$ cat src/sv/fsp_pkg.sv
// Shared types, opcodes and constants of the five-stage pipeline subset.
// Used by fsp_regfile, fsp_dmem and five_stage_pipeline_subset.
package fsp_pkg;

    localparam int REG_ADDR_W = 5;

    // Opcode and function codes
    localparam logic [5:0] OP_RTYPE = 6'h00;
    localparam logic [5:0] OP_LB    = 6'h20;
    localparam logic [5:0] OP_SB    = 6'h28;
    localparam logic [5:0] FN_ADD   = 6'h20;
    localparam logic [5:0] FN_SUB   = 6'h22;

    // Register file contents after reset: base plus index, zero for register 0
    localparam logic [31:0] REG_INIT_BASE = 32'h0000_0100;

    // ID/EX bundle
    typedef struct packed {
        logic                  reg_write;
        logic                  mem_read;
        logic                  mem_write;
        logic                  alu_sub;
        logic                  alu_imm;
        logic [31:0]           rs_val;
        logic [31:0]           rt_val;
        logic [31:0]           imm;
        logic [REG_ADDR_W-1:0] dest;
    } de_bundle_t;

    // EX/MEM bundle
    typedef struct packed {
        logic                  reg_write;
        logic                  mem_read;
        logic                  mem_write;
        logic [31:0]           alu;
        logic [7:0]            store_byte;
        logic [REG_ADDR_W-1:0] dest;
    } em_bundle_t;

    // MEM/WB bundle
    typedef struct packed {
        logic                  reg_write;
        logic [31:0]           value;
        logic [REG_ADDR_W-1:0] dest;
    } mw_bundle_t;

    // Register file request: two reads and one write per tick
    typedef struct packed {
        logic                  rd_en;
        logic [REG_ADDR_W-1:0] rd_addr_a;
        logic [REG_ADDR_W-1:0] rd_addr_b;
        logic                  wr_en;
        logic [REG_ADDR_W-1:0] wr_addr;
        logic [31:0]           wr_data;
    } rf_req_t;

    // Data memory request: full ALU result as address, memory keeps low bits
    typedef struct packed {
        logic        rd_en;
        logic [31:0] rd_addr;
        logic        wr_en;
        logic [31:0] wr_addr;
        logic [7:0]  wr_data;
    } dm_req_t;

    function automatic logic [31:0] reg_init_value(input logic [REG_ADDR_W-1:0] idx);
        logic [31:0] v;
        v = (idx == '0) ? 32'h0 : (REG_INIT_BASE + {{(32-REG_ADDR_W){1'b0}}, idx});
        return v;
    endfunction

endpackage

$ cat src/sv/fsp_regfile.sv
// Register file: 32 x 32 synchronous memory, two read ports, one write port.
// Valid bits stand in for the reset contents; same-edge writes are forwarded.
// Depends on fsp_pkg.
module fsp_regfile (
    input  logic             clk,
    input  logic             rst_n,
    input  fsp_pkg::rf_req_t req,
    output logic [31:0]      rd_data_a,
    output logic [31:0]      rd_data_b
);
    import fsp_pkg::*;

    localparam int DEPTH = 1 << REG_ADDR_W;

    logic [31:0]           mem [DEPTH];
    logic [31:0]           rdata_a_reg;
    logic [31:0]           rdata_b_reg;
    logic [31:0]           fwd_data_reg;
    logic [REG_ADDR_W-1:0] addr_a_reg;
    logic [REG_ADDR_W-1:0] addr_b_reg;
    logic [DEPTH-1:0]      valid_reg;
    logic                  fwd_a_reg;
    logic                  fwd_b_reg;
    logic                  vld_a_reg;
    logic                  vld_b_reg;
    logic                  wr_ok;

    // Register 0 is never written
    assign wr_ok = req.wr_en && (req.wr_addr != '0);

    // Memory array: write port and registered read ports
    always_ff @(posedge clk)
    begin
        if (wr_ok)
        begin
            mem[req.wr_addr] <= req.wr_data;
        end
        if (req.rd_en)
        begin
            rdata_a_reg  <= mem[req.rd_addr_a];
            rdata_b_reg  <= mem[req.rd_addr_b];
            addr_a_reg   <= req.rd_addr_a;
            addr_b_reg   <= req.rd_addr_b;
            fwd_data_reg <= req.wr_data;
        end
    end

    // Track written entries and capture forwarding selects
    always_ff @(posedge clk or negedge rst_n)
    begin
        if (!rst_n)
        begin
            valid_reg <= '0;
            fwd_a_reg <= 1'b0;
            fwd_b_reg <= 1'b0;
            vld_a_reg <= 1'b0;
            vld_b_reg <= 1'b0;
        end
        else
        begin
            if (wr_ok)
            begin
                valid_reg[req.wr_addr] <= 1'b1;
            end
            if (req.rd_en)
            begin
                fwd_a_reg <= wr_ok && (req.wr_addr == req.rd_addr_a);
                fwd_b_reg <= wr_ok && (req.wr_addr == req.rd_addr_b);
                vld_a_reg <= valid_reg[req.rd_addr_a];
                vld_b_reg <= valid_reg[req.rd_addr_b];
            end
        end
    end

    // Select forwarded, stored or reset contents
    always_comb
    begin
        if (fwd_a_reg)
            rd_data_a = fwd_data_reg;
        else if (vld_a_reg)
            rd_data_a = rdata_a_reg;
        else
            rd_data_a = reg_init_value(addr_a_reg);

        if (fwd_b_reg)
            rd_data_b = fwd_data_reg;
        else if (vld_b_reg)
            rd_data_b = rdata_b_reg;
        else
            rd_data_b = reg_init_value(addr_b_reg);
    end

endmodule

$ cat config.mk
export PLATFORM = sky130hd
export DESIGN_NAME = fsp_regfile
export DESIGN_NICKNAME = d
export VERILOG_FILES = /design/src/sv/fsp_pkg.sv /design/src/sv/fsp_regfile.sv
export SDC_FILE = /design/constraint.sdc
export NUM_CORES = 1
export LEC_CHECK = 0
export BUFFER_PORTS_ARGS = -buffer_cell sky130_fd_sc_hd__buf_4
export CAP_MARGIN = 20
export CORE_ASPECT_RATIO = 1.5
export CORE_UTILIZATION = 40
export CTS_BUF_LIST = sky130_fd_sc_hd__clkbuf_2 sky130_fd_sc_hd__clkbuf_4 sky130_fd_sc_hd__clkbuf_8
export CTS_CLUSTER_DIAMETER = 30
export DETAILED_ROUTE_END_ITERATION = 8
export GPL_TIMING_DRIVEN = 0
export HOLD_SLACK_MARGIN = 0.06
export SETUP_SLACK_MARGIN = 0.5
export SYNTH_ARGS = -nofsm -noshare
export SYNTH_HDL_FRONTEND = slang
export SYNTH_SLANG_ARGS = --single-unit
$ cat constraint.sdc
create_clock -name clk -period 1.8 [get_ports clk]
set_clock_uncertainty 0.1 [all_clocks]
set_input_delay 0.27 -clock clk [delete_from_list [all_inputs] [get_ports clk]]
set_output_delay 0.27 -clock clk [all_outputs]
set_load 0.01 [all_outputs]
### Word level (Yosys, flattened, before mapping)

Memories as Yosys holds them, arrays and structs flattened. A register that Yosys moved wholly into a read port is not among the register bits.
Cells that the tools add are included.

| word-level totals | value |
|---|---|
| register bits | 78 |
| bits in writable memories | 1,024 |
| input port bits | 51 |
| output and inout bits | 64 |
| logic and storage cells | 39 |
| memories | 1 |

Memories:

| memory | depth | width | rd ports | clocked after memory_dff | wr ports | line | RTL |
|---|---|---|---|---|---|---|---|
| mem | 32 | 32 | 2 | 2 | 1 | fsp_regfile.sv:15 | `logic [31:0] mem [DEPTH];` |

| cells by class | value |
|---|---|
| add/sub/neg operators | 2 |
| $lt $le $gt $ge | 4 |
| eq/ne operators | 2 |
| mux-type cells | 14 |
| bitwise operators | 1 |
| reductions and logical operators | 7 |

Operators with widths:

| kind | number |
|---|---|
| 2-to-1 mux 32 bit | 4 |
| bitwise OR 32 bit | 1 |
| adder 9 x 5 -> 10 bit, first input constant | 2 |
| 2-to-1 mux 10 bit | 2 |
| less-than comparator 5 x 6 -> 1 bit, second input constant | 3 |
| binary-select mux 1 bit (select 5 bit) | 2 |
| equality test 5 bit | 2 |
| logical NOT 5 bit | 2 |
| demux 1 bit (select 5 bit) | 1 |
| >= comparator 5 x 1 -> 1 bit, second input constant | 1 |
| 2-to-1 mux 1 bit | 5 |
| nonzero test 5 bit | 1 |
| logical AND 1 bit | 4 |

### Longest topological paths before layout

Gate-level depths: netlist of run 1.

| logic depth | value |
|---|---|
| depth after elaboration | 5 |
| mapped depth | 8 |
| gate-level depth less buffers | 5 |

### Worst setup path before layout of run 1

Ideal clock, no wire load.

| path | value |
|---|---|
| kind | input to register |
| start point | input req[36] (netlist bit) |
| end point | memory mem[19][0] (enable) |
| library setup time | 0.422 ns |
| data arrival time | 2.439 ns |
| required time | 1.278 ns |
| slack | -1.161 ns |
| stages on the path | 3 |
| cells stage by stage | clkbuf_1 or3b_2 nor2_1 |

| between the ends | value |
|---|---|
| longest elaborated chain between the ends | 4 |

RTL lines:

| item | line | RTL |
|---|---|---|
| start: declaration | fsp_regfile.sv:7 | `input fsp_pkg::rf_req_t req,` |
| nonzero test 5 bit | fsp_regfile.sv:29 | `assign wr_ok = req.wr_en && (req.wr_addr != '0);` |
| logical AND 1 bit | fsp_regfile.sv:29 |  |
| 2-to-1 mux 1 bit | fsp_regfile.sv:34 | `if (wr_ok)` |
| 2-to-1 mux 1 bit (not written as such) | fsp_regfile.sv:36 | `mem[req.wr_addr] <= req.wr_data;` |
| end: declaration | fsp_regfile.sv:15 |  |

Several ways; a longest one is shown, not always the timed one.

### Worst setup path in the final report of run 1

| path | value |
|---|---|
| start point | register addr_b_reg[3] |
| end point | output rd_data_b[8] |

| between the ends | value |
|---|---|
| longest elaborated chain between the ends | 4 |

RTL lines:

| item | line | RTL |
|---|---|---|
| start: declaration | fsp_regfile.sv:20 | `logic [REG_ADDR_W-1:0] addr_b_reg;` |
| start signal: assignment | fsp_regfile.sv:43 | `addr_b_reg <= req.rd_addr_b;` |
| adder 9 x 5 -> 10 bit or logical NOT 5 bit (tied branches) | fsp_pkg.sv:68 | `v = (idx == '0) ? 32'h0 : (REG_INIT_BASE + {{(32-REG_ADDR_W){1'b0}}, idx});` |
| 2-to-1 mux 10 bit (*) | fsp_pkg.sv:68 |  |
| 2-to-1 mux 32 bit (*) | fsp_regfile.sv:87 | `else if (vld_b_reg)` |
| 2-to-1 mux 32 bit (*) | fsp_regfile.sv:85 | `if (fwd_b_reg)` |
| end: declaration | fsp_regfile.sv:9 | `output logic [31:0] rd_data_b` |

Mark *: on every way between the ends. The rest lies on a longest branch, timed or not.

==> impl_summary.log, run 1 <==
[metrics] status: finished with violations
[metrics] failing checks: setup timing
[metrics] count of yosys warnings during synthesis: 0
[metrics] Crit. End Element: output pin
[metrics] Global Route Usage Sum: 26.2%
[metrics] drt initial violations: 3348
[metrics] number of buffers added on ports: 109
[metrics] maximum number of pins on one net before global-route repair: 81
[metrics] Netlist Area Pre-Place: 52700 µm²
[metrics] count of nets left with antenna violations after detail routing: 0
[metrics] Die ar.: 133000 µm²
[metrics] DIE WIDTH: 298 µm
[metrics] Worst path slowest cell: sky130_fd_sc_hd__or4_4
[metrics] Syn Inst Count: 2329
[metrics] library cells used by synthesis: 36
[metrics] leakage power: 21.6 nW
[metrics] core region area: 130000 µm²
[metrics] simple-gate share of the synthesized area: 1.31%
[metrics] final HPWL from detailed placement: 116 mm
[metrics] Final Max Slew Viols: 0
[metrics] worst slack on hold paths: 0.0519 ns
[metrics] register bit total from synthesis: 1166
[metrics] highest attainable clock frequency: 358 MHz
[metrics] wire length of the first global-routing pass: 240 mm
[metrics] Worst Hold Depth: 6
[metrics] critical path class: flip-flop to output pin
[metrics] CP max FO: 2
[metrics] cells along the critical path: or4_4 -> o311ai_4 -> nand2_1 -> buf_6
[metrics] number of core rows: 162
[metrics] Synth Area in Compound Gates: 1.26%
[metrics] fraction of the yosys area taken by sequential cells: 66.1%
[metrics] clock-pin slew on the worst setup and hold paths: 0.06 ns
[metrics] worst-case headroom to the max-slew limit: 21.2%
[metrics] syn_area_per_cell: 22.6 µm²
[metrics] most frequent cells after synthesis: 1130 x sky130_fd_sc_hd__edfxtp_1, 640 x sky130_fd_sc_hd__mux4_2, 88 x sky130_fd_sc_hd__clkbuf_1, 64 x sky130_fd_sc_hd__mux2_2, 50 x sky130_fd_sc_hd__a22o_1
[metrics] slowest cell delay on critical path: 0.58 ns
[metrics] most frequent cell after synthesis: sky130_fd_sc_hd__edfxtp_1
[metrics] Worst R2R Setup Slack: -0.33 ns
[metrics] total power density per cell area: 983 nW/µm²
[metrics] Top FF cell, synth: sky130_fd_sc_hd__edfxtp_1
[metrics] capturing point of the worst reg2reg path: rdata_b_reg[31]$_DFFE_PP_
[metrics] min Tclk post-route: 2.80 ns
[metrics] Setup TNS Final: -97.12 ns
[metrics] beginning of the worst hold path: req[34]
[metrics] Via Count: 29.8k
[metrics] top-level port count: 115
[metrics] number of max-capacitance violations reported: 0
[metrics] First-pass DRT Iterations: 5
[metrics] number of clock sinks seen by CTS: 1166
[metrics] detailed-route vias per instance: 6.26
[metrics] top cell type by total area after synthesis: sky130_fd_sc_hd__edfxtp_1
[metrics] Post-Place Setup Slack: -1.93 ns
[metrics] dominant cells by area after synthesis: sky130_fd_sc_hd__edfxtp_1 64%, sky130_fd_sc_hd__mux4_2 27%, sky130_fd_sc_hd__dfrtp_1 1.7%, sky130_fd_sc_hd__mux2_2 1.4%, sky130_fd_sc_hd__a22o_1 0.83%
[metrics] combinational family with the most area after synthesis: multiplexers
[metrics] finished layout cell area: 65100 µm²
[metrics] Max clock buf depth: 3
[metrics] number of flip-flops under the largest register name: 1024
[metrics] # H-tree levels: 4
[metrics] kind of start point of the critical path: flip-flop
[metrics] portion of the clock cycle consumed by the worst path in the final layout: 155%
[metrics] XOR/XNOR Fraction of Synth Area: 0.166%
[metrics] Final Routed Wirelength: 175 mm
[metrics] number of antenna violations at the first check in global routing: 11
[metrics] Adder-Cell Fraction of Synth Area: 0%
[metrics] area post-placement: 57800 µm²
[metrics] fraction of synthesized cell area taken by the top area cell type: 64.4%
[metrics] Max VDD drop: 922 µV
[metrics] arrival time worst endpoint: 2.43 ns
[metrics] number of failing setup endpoints in the final timing report: 564
[metrics] Hold Path Class: input pin to flip-flop
[metrics] clock tree root driver cell: sky130_fd_sc_hd__clkbuf_8
[metrics] worst min-delay path endpoint: fwd_b_reg$_DFFE_PN0P_
[metrics] average routed wire per standard cell: 36.7 µm
[metrics] CTS tree: done
[metrics] GRT Residual Overflow: 0
[metrics] number of buffers inserted during clock tree synthesis: 196
[metrics] length in cells of the worst reg-to-reg path: 3
[metrics] number of nets in the layout: 2928
[metrics] synth-to-layout area growth: 23.5%
[metrics] number of global-route vias before repair: 32.1k
[metrics] vertical die dimension: 446 µm
[metrics] Reg2Reg Launch Point: mem[12][31]$_DFFE_PP_
[metrics] proportion of synthesized flip-flops having asynchronous set or reset: 3.09%
[metrics] share of cell area taken by muxes after synthesis: 29.5%
[metrics] Worst EP required: 1.43 ns
[metrics] register with the most flip-flops: mem
[metrics] Residual DRC: 0
[metrics] Hold Fails Final Rpt: 0
[metrics] RSZ-0062 raised after global routing: true
[metrics] Starting Density: 40.4%
[metrics] overall power of the completed layout: 0.0639 W
[metrics] later-pin clock latency in the skew report: 0.92 ns
[metrics] share of cells above drive strength 1: 51.4%
[metrics] final setup margin: -0.996 ns
[metrics] global placer's final weighted congestion: 0.859
[metrics] Worst Tran Pin Value: 1.18 ns
[metrics] Post-synth EDFFs: 1130
what timing repair did:
action | in CTS | in global routing
pin swaps | 76 | 34
endpoints found under the setup margin | 799 | 1078
cloned | 6 | 5
hold endpoints to repair | 1694 | 20
setup buffers | 46 | 23
hold buffers | 61 | 6
resized for setup | 271 | 82
per-layer routing:
metal	part of all wire [%]	track usage (%)	routed length [µm]	vias up
met4	5.5	13.2	9630	2
li1	-	-	-	11450
met3	8.3	5.75	14500	478
met1	35	30.9	60600	16205
met2	52	45.2	90300	1697
met5	0.0069	0	12	-
metrics by stage:
step	util, %	std cells
floorplan	-	2360
global placement	43.4	4191
detailed placement	44.3	4248
CTS	49.3	4724
global route	49.9	4766
finish	49.9	4766
logic make-up (layout without fill, tap and decap cells):
logic type	Yosys count	count (layout)
compound gates	87	87
xor+xnor	10	10
buf+inv	184	866
flops	1166	1166
mux	746	746
other cells	1	34
simple gates	135	135
worst max-delay path by stage:
stage / start / endpoint / slack [ns] / cells after the start
floorplan: req[43] / rdata_a_reg[10]$_DFFE_PP_ / -0.48 / 6
detailed placement: req[44] / rdata_a_reg[22]$_DFFE_PP_ / -1.93 / 6
CTS: vld_a_reg$_DFFE_PN0P_ / rd_data_a[19] / -1.01 / 6
global placement: req[44] / rdata_a_reg[5]$_DFFE_PP_ / -2.01 / 6
finish: addr_b_reg[3]$_DFFE_PP_ / rd_data_b[8] / -1.0 / 4
global route: addr_b_reg[2]$_DFFE_PP_ / rd_data_b[8] / -1.05 / 4
placed cells by master (no fill, tap or decap), types with 39 or more instances in the layout:
cell type / netlist / routed
sky130_fd_sc_hd__clkbuf_4: 0 / 46
sky130_fd_sc_hd__buf_4: 14 / 120
sky130_fd_sc_hd__clkbuf_8: 0 / 200
sky130_fd_sc_hd__buf_12: 0 / 65
sky130_fd_sc_hd__mux2i_1: 42 / 39
sky130_fd_sc_hd__clkbuf_2: 0 / 47
sky130_fd_sc_hd__mux2_4: 0 / 55
sky130_fd_sc_hd__edfxtp_1: 1130 / 1130
sky130_fd_sc_hd__buf_6: 6 / 72
sky130_fd_sc_hd__mux4_2: 640 / 640
sky130_fd_sc_hd__dlygate4sd3_1: 0 / 61
where the power goes:
group	leakage, nW	total, W	internal (W)	switching, W
clock network	2.20	0.0257	0.0142	0.0114
registers	10.7	0.0310	0.0306	0.000431
logic	8.71	0.00725	0.00357	0.00369
total	21.6	0.0639	0.0484	0.0156
cell type report:
class,count,area (µm²)
buffer,182,1680
multi-input combinational,1010,18000
clock buffer,241,3050
fill,10252,65300
timing repair buffer,319,4080
inverter,2,7.51
tap,1722,2150
sequential,1166,34800
clock inverter,122,1200
antenna,2,5.00
critical path: cells and delay by family, from the launching register on:
family / cells / cell delay, ns
flip-flops: 1 / 0.39
buffers and inverters: 1 / 0.14
AO/OA/AOI/OAI: 1 / 0.27
AND/OR/NAND/NOR: 2 / 0.71
Power figures use the tool's default switching activity.
==> inputs of run 2 (changes only) <==
- REMOVE_ABC_BUFFERS: unset -> 1
- clock period: 1.8 -> 2.5 ns (I/O delays scaled with it)
==> impl_summary.log, run 2 (synthesized netlist as in run 1, its figures left out) <==
[metrics] cells along the critical path: or4_4 -> o311ai_4 -> nand2_2 -> buf_6
[metrics] Via Count: 28.7k (-3.9%)
[metrics] number of core rows: 162 (unchanged)
[metrics] Max clock buf depth: 3 (unchanged)
[metrics] RSZ-0062 raised after global routing: true
[metrics] CP max FO: 2 (unchanged)
[metrics] clock-pin slew on the worst setup and hold paths: 0.06 ns (about the same)
[metrics] total placed cells including tap cells: 4096 (-3.6%)
[metrics] Critical Path Source: addr_a_reg[2]$_DFFE_PP_
[metrics] later-pin clock latency in the skew report: 0.89 ns (-0.03 ns)
[metrics] worst min-delay path endpoint: addr_a_reg[2]$_DFFE_PP_
[metrics] Worst R2R Setup Slack: 0.41 ns (+0.74 ns)
[metrics] Hold Fails Final Rpt: 0 (unchanged)
[metrics] Worst Hold Depth: 2 (-4)
[metrics] Finished Core Util: 49.4% (-0.48 points)
[metrics] number of buffers added on ports: 114 (+4.6%)
[metrics] final std cells w/o fill: 4572 (-4.1%)
[metrics] Global Route Usage Sum: 25.2% (-1.0 points)
[metrics] wire length of the first global-routing pass: 232 mm (-3.3%)
[metrics] Worst EP required: 2.03 ns (+0.60 ns)
[metrics] number of antenna violations at the first check in global routing: 4 (-7)
[metrics] Crit. End Element: output pin
[metrics] Final Routed Wirelength: 166 mm (-5.3%)
[metrics] count of nets left with antenna violations after detail routing: 0 (unchanged)
[metrics] leakage power: 21.1 nW (-2.3%)
[metrics] # H-tree levels: 4 (unchanged)
[metrics] final HPWL from detailed placement: 86.7 mm (-25%)
[metrics] top-level port count: 115 (unchanged)
[metrics] capturing point of the worst reg2reg path: rdata_b_reg[6]$_DFFE_PP_
[metrics] Worst path slowest cell: sky130_fd_sc_hd__or4_4
[metrics] number of clock sinks seen by CTS: 1166 (unchanged)
[metrics] most common cell after layout, fill and taps aside: sky130_fd_sc_hd__edfxtp_1
[metrics] DIE WIDTH: 298 µm (unchanged)
[metrics] number of failing setup endpoints in the final timing report: 62 (-89%)
[metrics] min Tclk post-route: 2.90 ns
[metrics] beginning of the worst hold path: req[45]
[metrics] Residual DRC: 0 (unchanged)
[metrics] commonest cells after routing, fill and taps aside: 1130 x sky130_fd_sc_hd__edfxtp_1, 640 x sky130_fd_sc_hd__mux4_2, 189 x sky130_fd_sc_hd__clkbuf_8
[metrics] total power density per cell area: 697 nW/µm² (-29%)
[metrics] failing checks: setup timing
[metrics] Worst Tran Pin Value: 1.27 ns (+0.0914 ns)
[metrics] status: finished with violations
[metrics] register with the most flip-flops: mem
[metrics] kind of start point of the critical path: flip-flop
[metrics] Reg2Reg Launch Point: mem[28][6]$_DFFE_PP_
[metrics] number of global-route vias before repair: 31.0k (-3.4%)
[metrics] number of nets in the layout: 2752 (-6.0%)
[metrics] number of buffers inserted during clock tree synthesis: 181 (-7.7%)
[metrics] final setup margin: -0.405 ns (+0.591 ns)
[metrics] Max VDD drop: 568 µV (-38%)
[metrics] worst slack on hold paths: 0.185 ns (+0.133 ns)
[metrics] critical path class: flip-flop to output pin
[metrics] Starting Density: 40.4% (unchanged)
[metrics] share of cells above drive strength 1: 49.4% (-2.1 points)
[metrics] number of max-capacitance violations reported: 0 (unchanged)
[metrics] GRT Residual Overflow: 0 (unchanged)
[metrics] number of flip-flops under the largest register name: 1024 (unchanged)
[metrics] length in cells of the worst reg-to-reg path: 3 (unchanged)
[metrics] global placer's final weighted congestion: 0.715 (-17%)
[metrics] synth-to-layout area growth: 22.3%
[metrics] drt initial violations: 3451 (+3.1%)
[metrics] overall power of the completed layout: 0.0449 W (-30%)
[metrics] average routed wire per standard cell: 36.2 µm (-1.3%)
[metrics] vertical die dimension: 446 µm (unchanged)
[metrics] CTS tree: done
[metrics] portion of the clock cycle consumed by the worst path in the final layout: 116%
[metrics] Final Max Slew Viols: 0 (unchanged)
[metrics] Die ar.: 133000 µm² (unchanged)
[metrics] worst-case headroom to the max-slew limit: 15.1% (-6.1 points)
[metrics] arrival time worst endpoint: 2.43 ns (about the same)
[metrics] First-pass DRT Iterations: 5 (unchanged)
[metrics] slowest cell delay on critical path: 0.57 ns (about the same)
[metrics] highest attainable clock frequency: 344 MHz
[metrics] Setup TNS Final: -11.45 ns (+85.67 ns)
[metrics] core region area: 130000 µm² (unchanged)
[metrics] clock tree root driver cell: sky130_fd_sc_hd__clkbuf_8
[metrics] detailed-route vias per instance: 6.27 (+0.22%)
[metrics] Hold Path Class: input pin to flip-flop
[metrics] maximum number of pins on one net before global-route repair: 80 (-1.2%)
[run 2: timing repair]
item                                   4_1_cts  5_1_grt
setup endpoints to repair                  157      163
cloned                                      37        2
endpoints found under the hold margin     1146        7
hold buffers                                48        1
buffers inserted                            45       10
resized for setup                          210       59
pin swaps                                   41       27
[run 2: critical path: cells and delay by family, from the launching register on]
kind                   cells  cell delay, ns
DFF                        1            0.45
buffers and inverters      1            0.13
and+or+nand+nor            2            0.67
AOI/OAI and AO/OA          1            0.30
[run 2: routing by layer]
metal  track usage, %  vias up  part of all wire (%)
met3             4.73      363                   8.1
met5                0        -                     0
met1             32.0    15664                    36
met2             42.6     1578                    52
met4             10.1        0                   3.9
li1                 -    11076                     -
[run 2: per-stage QoR]
step	setup slack, ns	instance area, µm²
finish	-0.405	64400
global placement	-4.64	55000
global route	-0.493	64400
CTS	-0.451	64000
floorplan	-0.306	52000
detailed placement	-2.22	57200
[run 2: how the worst max path moves through the flow]
| stage | to | slack [ns] | cells after the start |
|---|---|---|---|
| 4_1_cts | rd_data_a[8] | -0.45 | 4 |
| 6_report | rd_data_a[8] | -0.40 | 4 |
| 3_5_place_dp | rdata_b_reg[6]$_DFFE_PP_ | -2.22 | 8 |
| 5_1_grt | rd_data_a[8] | -0.49 | 4 |
| 2_1_floorplan | mem[18][0]$_DFFE_PP_ | -0.31 | 2 |
| 3_3_place_gp | rdata_b_reg[6]$_DFFE_PP_ | -4.64 | 4 |
[run 2: area by class of cell]
cell class              count  area, µm²
diodes                      4       10.0
well taps                1722       2150
inverters                   2       7.51
fillers                 10240      65900
flip-flops and latches   1166      34800
repair buffers            340       5520
multi-input cells        1010      18000
clock inverters           103       1060
clock buffers             225       2870
[run 2: power breakdown]
part           total, W  internal [W]  switching [W]  leakage, nW
logic           0.00498       0.00260        0.00237         8.42
registers        0.0223        0.0220       0.000288         10.7
clock network    0.0176       0.00969        0.00792         2.00
total            0.0449        0.0343         0.0106         21.1
==> inputs of run 3 (changes only) <==
- REMOVE_ABC_BUFFERS: 1 -> unset
- SLEW_MARGIN: unset -> 20
==> impl_summary.log, run 3 (synthesized netlist as in run 1, its figures left out) <==
[metrics] core region area: 130000 µm² (unchanged)
[metrics] Die ar.: 133000 µm² (unchanged)
[metrics] critical path class: flip-flop to output pin
[metrics] finished layout cell area: 64000 µm² (-0.72%)
[metrics] family with the most delay on the worst path: simple AND/OR/NAND/NOR gates
[metrics] arrival time worst endpoint: 2.41 ns (-0.02 ns)
[metrics] GRT Residual Overflow: 0 (unchanged)
[metrics] worst-case headroom to the max-slew limit: 21.0% (+5.9 points)
[metrics] Critical Path Source: addr_a_reg[1]$_DFFE_PP_
[metrics] # H-tree levels: 4 (unchanged)
[metrics] total placed cells including tap cells: 4256 (+3.9%)
[metrics] detailed-route vias per instance: 6.32 (+0.67%)
[metrics] area post-placement: 57900 µm² (+1.2%)
[metrics] Worst R2R Setup Slack: 0.38 ns (-0.03 ns)
[metrics] average routed wire per standard cell: 36.8 µm (+1.6%)
[metrics] leakage power: 21.0 nW (-0.58%)
[metrics] Crit. End Element: output pin
[metrics] beginning of the worst hold path: req[44]
[metrics] length in cells of the worst reg-to-reg path: 3 (unchanged)
[metrics] Hold Path Class: input pin to flip-flop
[metrics] drt initial violations: 3584 (+3.9%)
[metrics] Max VDD drop: 543 µV (-4.5%)
[metrics] Residual DRC: 0 (unchanged)
[metrics] min Tclk post-route: 2.89 ns (-0.0163 ns)
[metrics] top-level port count: 115 (unchanged)
[metrics] Worst Hold Depth: 2 (unchanged)
[metrics] maximum number of pins on one net before global-route repair: 68 (-15%)
[metrics] number of antenna violations at the first check in global routing: 18 (+14)
[metrics] Worst Tran Pin Value: 1.18 ns (-0.0887 ns)
[metrics] final HPWL from detailed placement: 121 mm (+40%)
[metrics] kind of start point of the critical path: flip-flop
[metrics] worst slack on hold paths: 0.171 ns (-0.0138 ns)
[metrics] slowest cell delay on critical path: 0.56 ns (about the same)
[metrics] capturing point of the worst reg2reg path: rdata_a_reg[17]$_DFFE_PP_
[metrics] register with the most flip-flops: mem
[metrics] number of flip-flops under the largest register name: 1024 (unchanged)
[metrics] clock tree root driver cell: sky130_fd_sc_hd__clkbuf_8
[metrics] Worst EP required: 2.03 ns (about the same)
[metrics] Final Routed Wirelength: 173 mm (+4.3%)
[metrics] cells along the critical path: or4_1 -> o311ai_2 -> nand2_1 -> buf_4
[metrics] RSZ-0062 raised after global routing: true
[metrics] share of cells above drive strength 1: 50.0% (+0.63 points)
[metrics] number of core rows: 162 (unchanged)
[metrics] CTS tree: done
[metrics] status: finished with violations
[metrics] Worst path slowest cell: sky130_fd_sc_hd__or4_1
[metrics] Final Max Slew Viols: 0 (unchanged)
[metrics] CP max FO: 2 (unchanged)
[metrics] number of buffers inserted during clock tree synthesis: 189 (+4.4%)
[metrics] number of clock sinks seen by CTS: 1166 (unchanged)
[metrics] number of nets in the layout: 2871 (+4.3%)
[metrics] Global Route Usage Sum: 26.2% (+0.99 points)
[metrics] Reg2Reg Launch Point: mem[24][17]$_DFFE_PP_
[metrics] overall power of the completed layout: 0.0447 W (-0.49%)
[metrics] Hold Fails Final Rpt: 0 (unchanged)
[metrics] count of buffer and inverter cells on the critical path: 1 (unchanged)
[metrics] highest attainable clock frequency: 346 MHz (+0.56%)
[metrics] number of global-route vias before repair: 31.7k (+2.3%)
[metrics] wire length of the first global-routing pass: 239 mm (+3.3%)
[metrics] synth-to-layout area growth: 21.4%
[metrics] vertical die dimension: 446 µm (unchanged)
[metrics] global placer's final weighted congestion: 0.856 (+20%)
[metrics] Starting Density: 40.4% (unchanged)
[metrics] Via Count: 29.6k (+3.4%)
[metrics] DIE WIDTH: 298 µm (unchanged)
[metrics] count of nets left with antenna violations after detail routing: 0 (unchanged)
[metrics] most common cell after layout, fill and taps aside: sky130_fd_sc_hd__edfxtp_1
[metrics] clock-pin slew on the worst setup and hold paths: 0.06 ns (about the same)
[metrics] First-pass DRT Iterations: 8 (+3)
[metrics] later-pin clock latency in the skew report: 0.91 ns (+0.02 ns)
[metrics] number of failing setup endpoints in the final timing report: 63 (+1.6%)
[metrics] total power density per cell area: 698 nW/µm² (+0.23%)
[metrics] failing checks: setup timing
[metrics] Finished Core Util: 49.1% (-0.36 points)
[metrics] worst min-delay path endpoint: addr_a_reg[1]$_DFFE_PP_
[metrics] portion of the clock cycle consumed by the worst path in the final layout: 116% (-0.65 points)
[metrics] number of max-capacitance violations reported: 0 (unchanged)
[metrics] final std cells w/o fill: 4694 (+2.7%)
[metrics] final setup margin: -0.388 ns (+0.0163 ns)
[metrics] Max clock buf depth: 3 (unchanged)
[metrics] number of buffers added on ports: 109 (-4.4%)
[metrics] commonest cells after routing, fill and taps aside: 1130 x sky130_fd_sc_hd__edfxtp_1, 640 x sky130_fd_sc_hd__mux4_2, 200 x sky130_fd_sc_hd__clkbuf_8
[run 3: area by class of cell]
class	instances	area, µm²
fill	10477	66400
clock inverter	106	916
multi-input combinational	1010	17900
clock buffer	229	2950
antenna	8	20.0
inverter	2	7.51
buffer	182	1490
timing repair buffer	269	3680
sequential	1166	34800
tap	1722	2150
[run 3: timing repair]
item,in CTS,in global routing
gates cloned,6,2
pin swaps,38,18
hold buffers,61,0
gates resized for setup,317,38
endpoints found under the setup margin,130,179
setup buffers,7,19
hold endpoints to repair,1267,0
[run 3: metal layers]
metal	vias to the layer above	global-route usage [%]	wire, µm
li1	11318	-	-
met1	16022	31.1	59000
met2	1848	44.9	89200
met3	452	5.79	15700
met4	4	13.0	8830
met5	-	0	34
[run 3: power breakdown]
part           switching, W  internal (W)  total, W
logic               0.00261       0.00249   0.00510
clock network       0.00797       0.00926    0.0172
registers          0.000319        0.0220    0.0223
total                0.0109        0.0338    0.0447
[run 3: worst max path at each step]
stage                                           end  slack (ns)  cells past startpoint
final                                  rd_data_a[8]       -0.39                      4
after global routing                   rd_data_b[8]       -0.48                      4
after CTS                              rd_data_b[8]       -0.43                      4
after detailed placement  rdata_b_reg[17]$_DFFE_PP_       -1.48                      6
after global placement    rdata_b_reg[31]$_DFFE_PP_       -1.48                      6
after floorplan            rdata_a_reg[0]$_DFFE_PP_         0.1                      6
[run 3: per-stage QoR]
step / TNS, ns / setup slack, ns
2_1_floorplan: 0 / 0.0962
3_3_place_gp: -618.06 / -1.48
3_5_place_dp: -163.95 / -1.48
4_1_cts: -16.15 / -0.434
5_1_grt: -18.93 / -0.483
6_report: -12.71 / -0.388
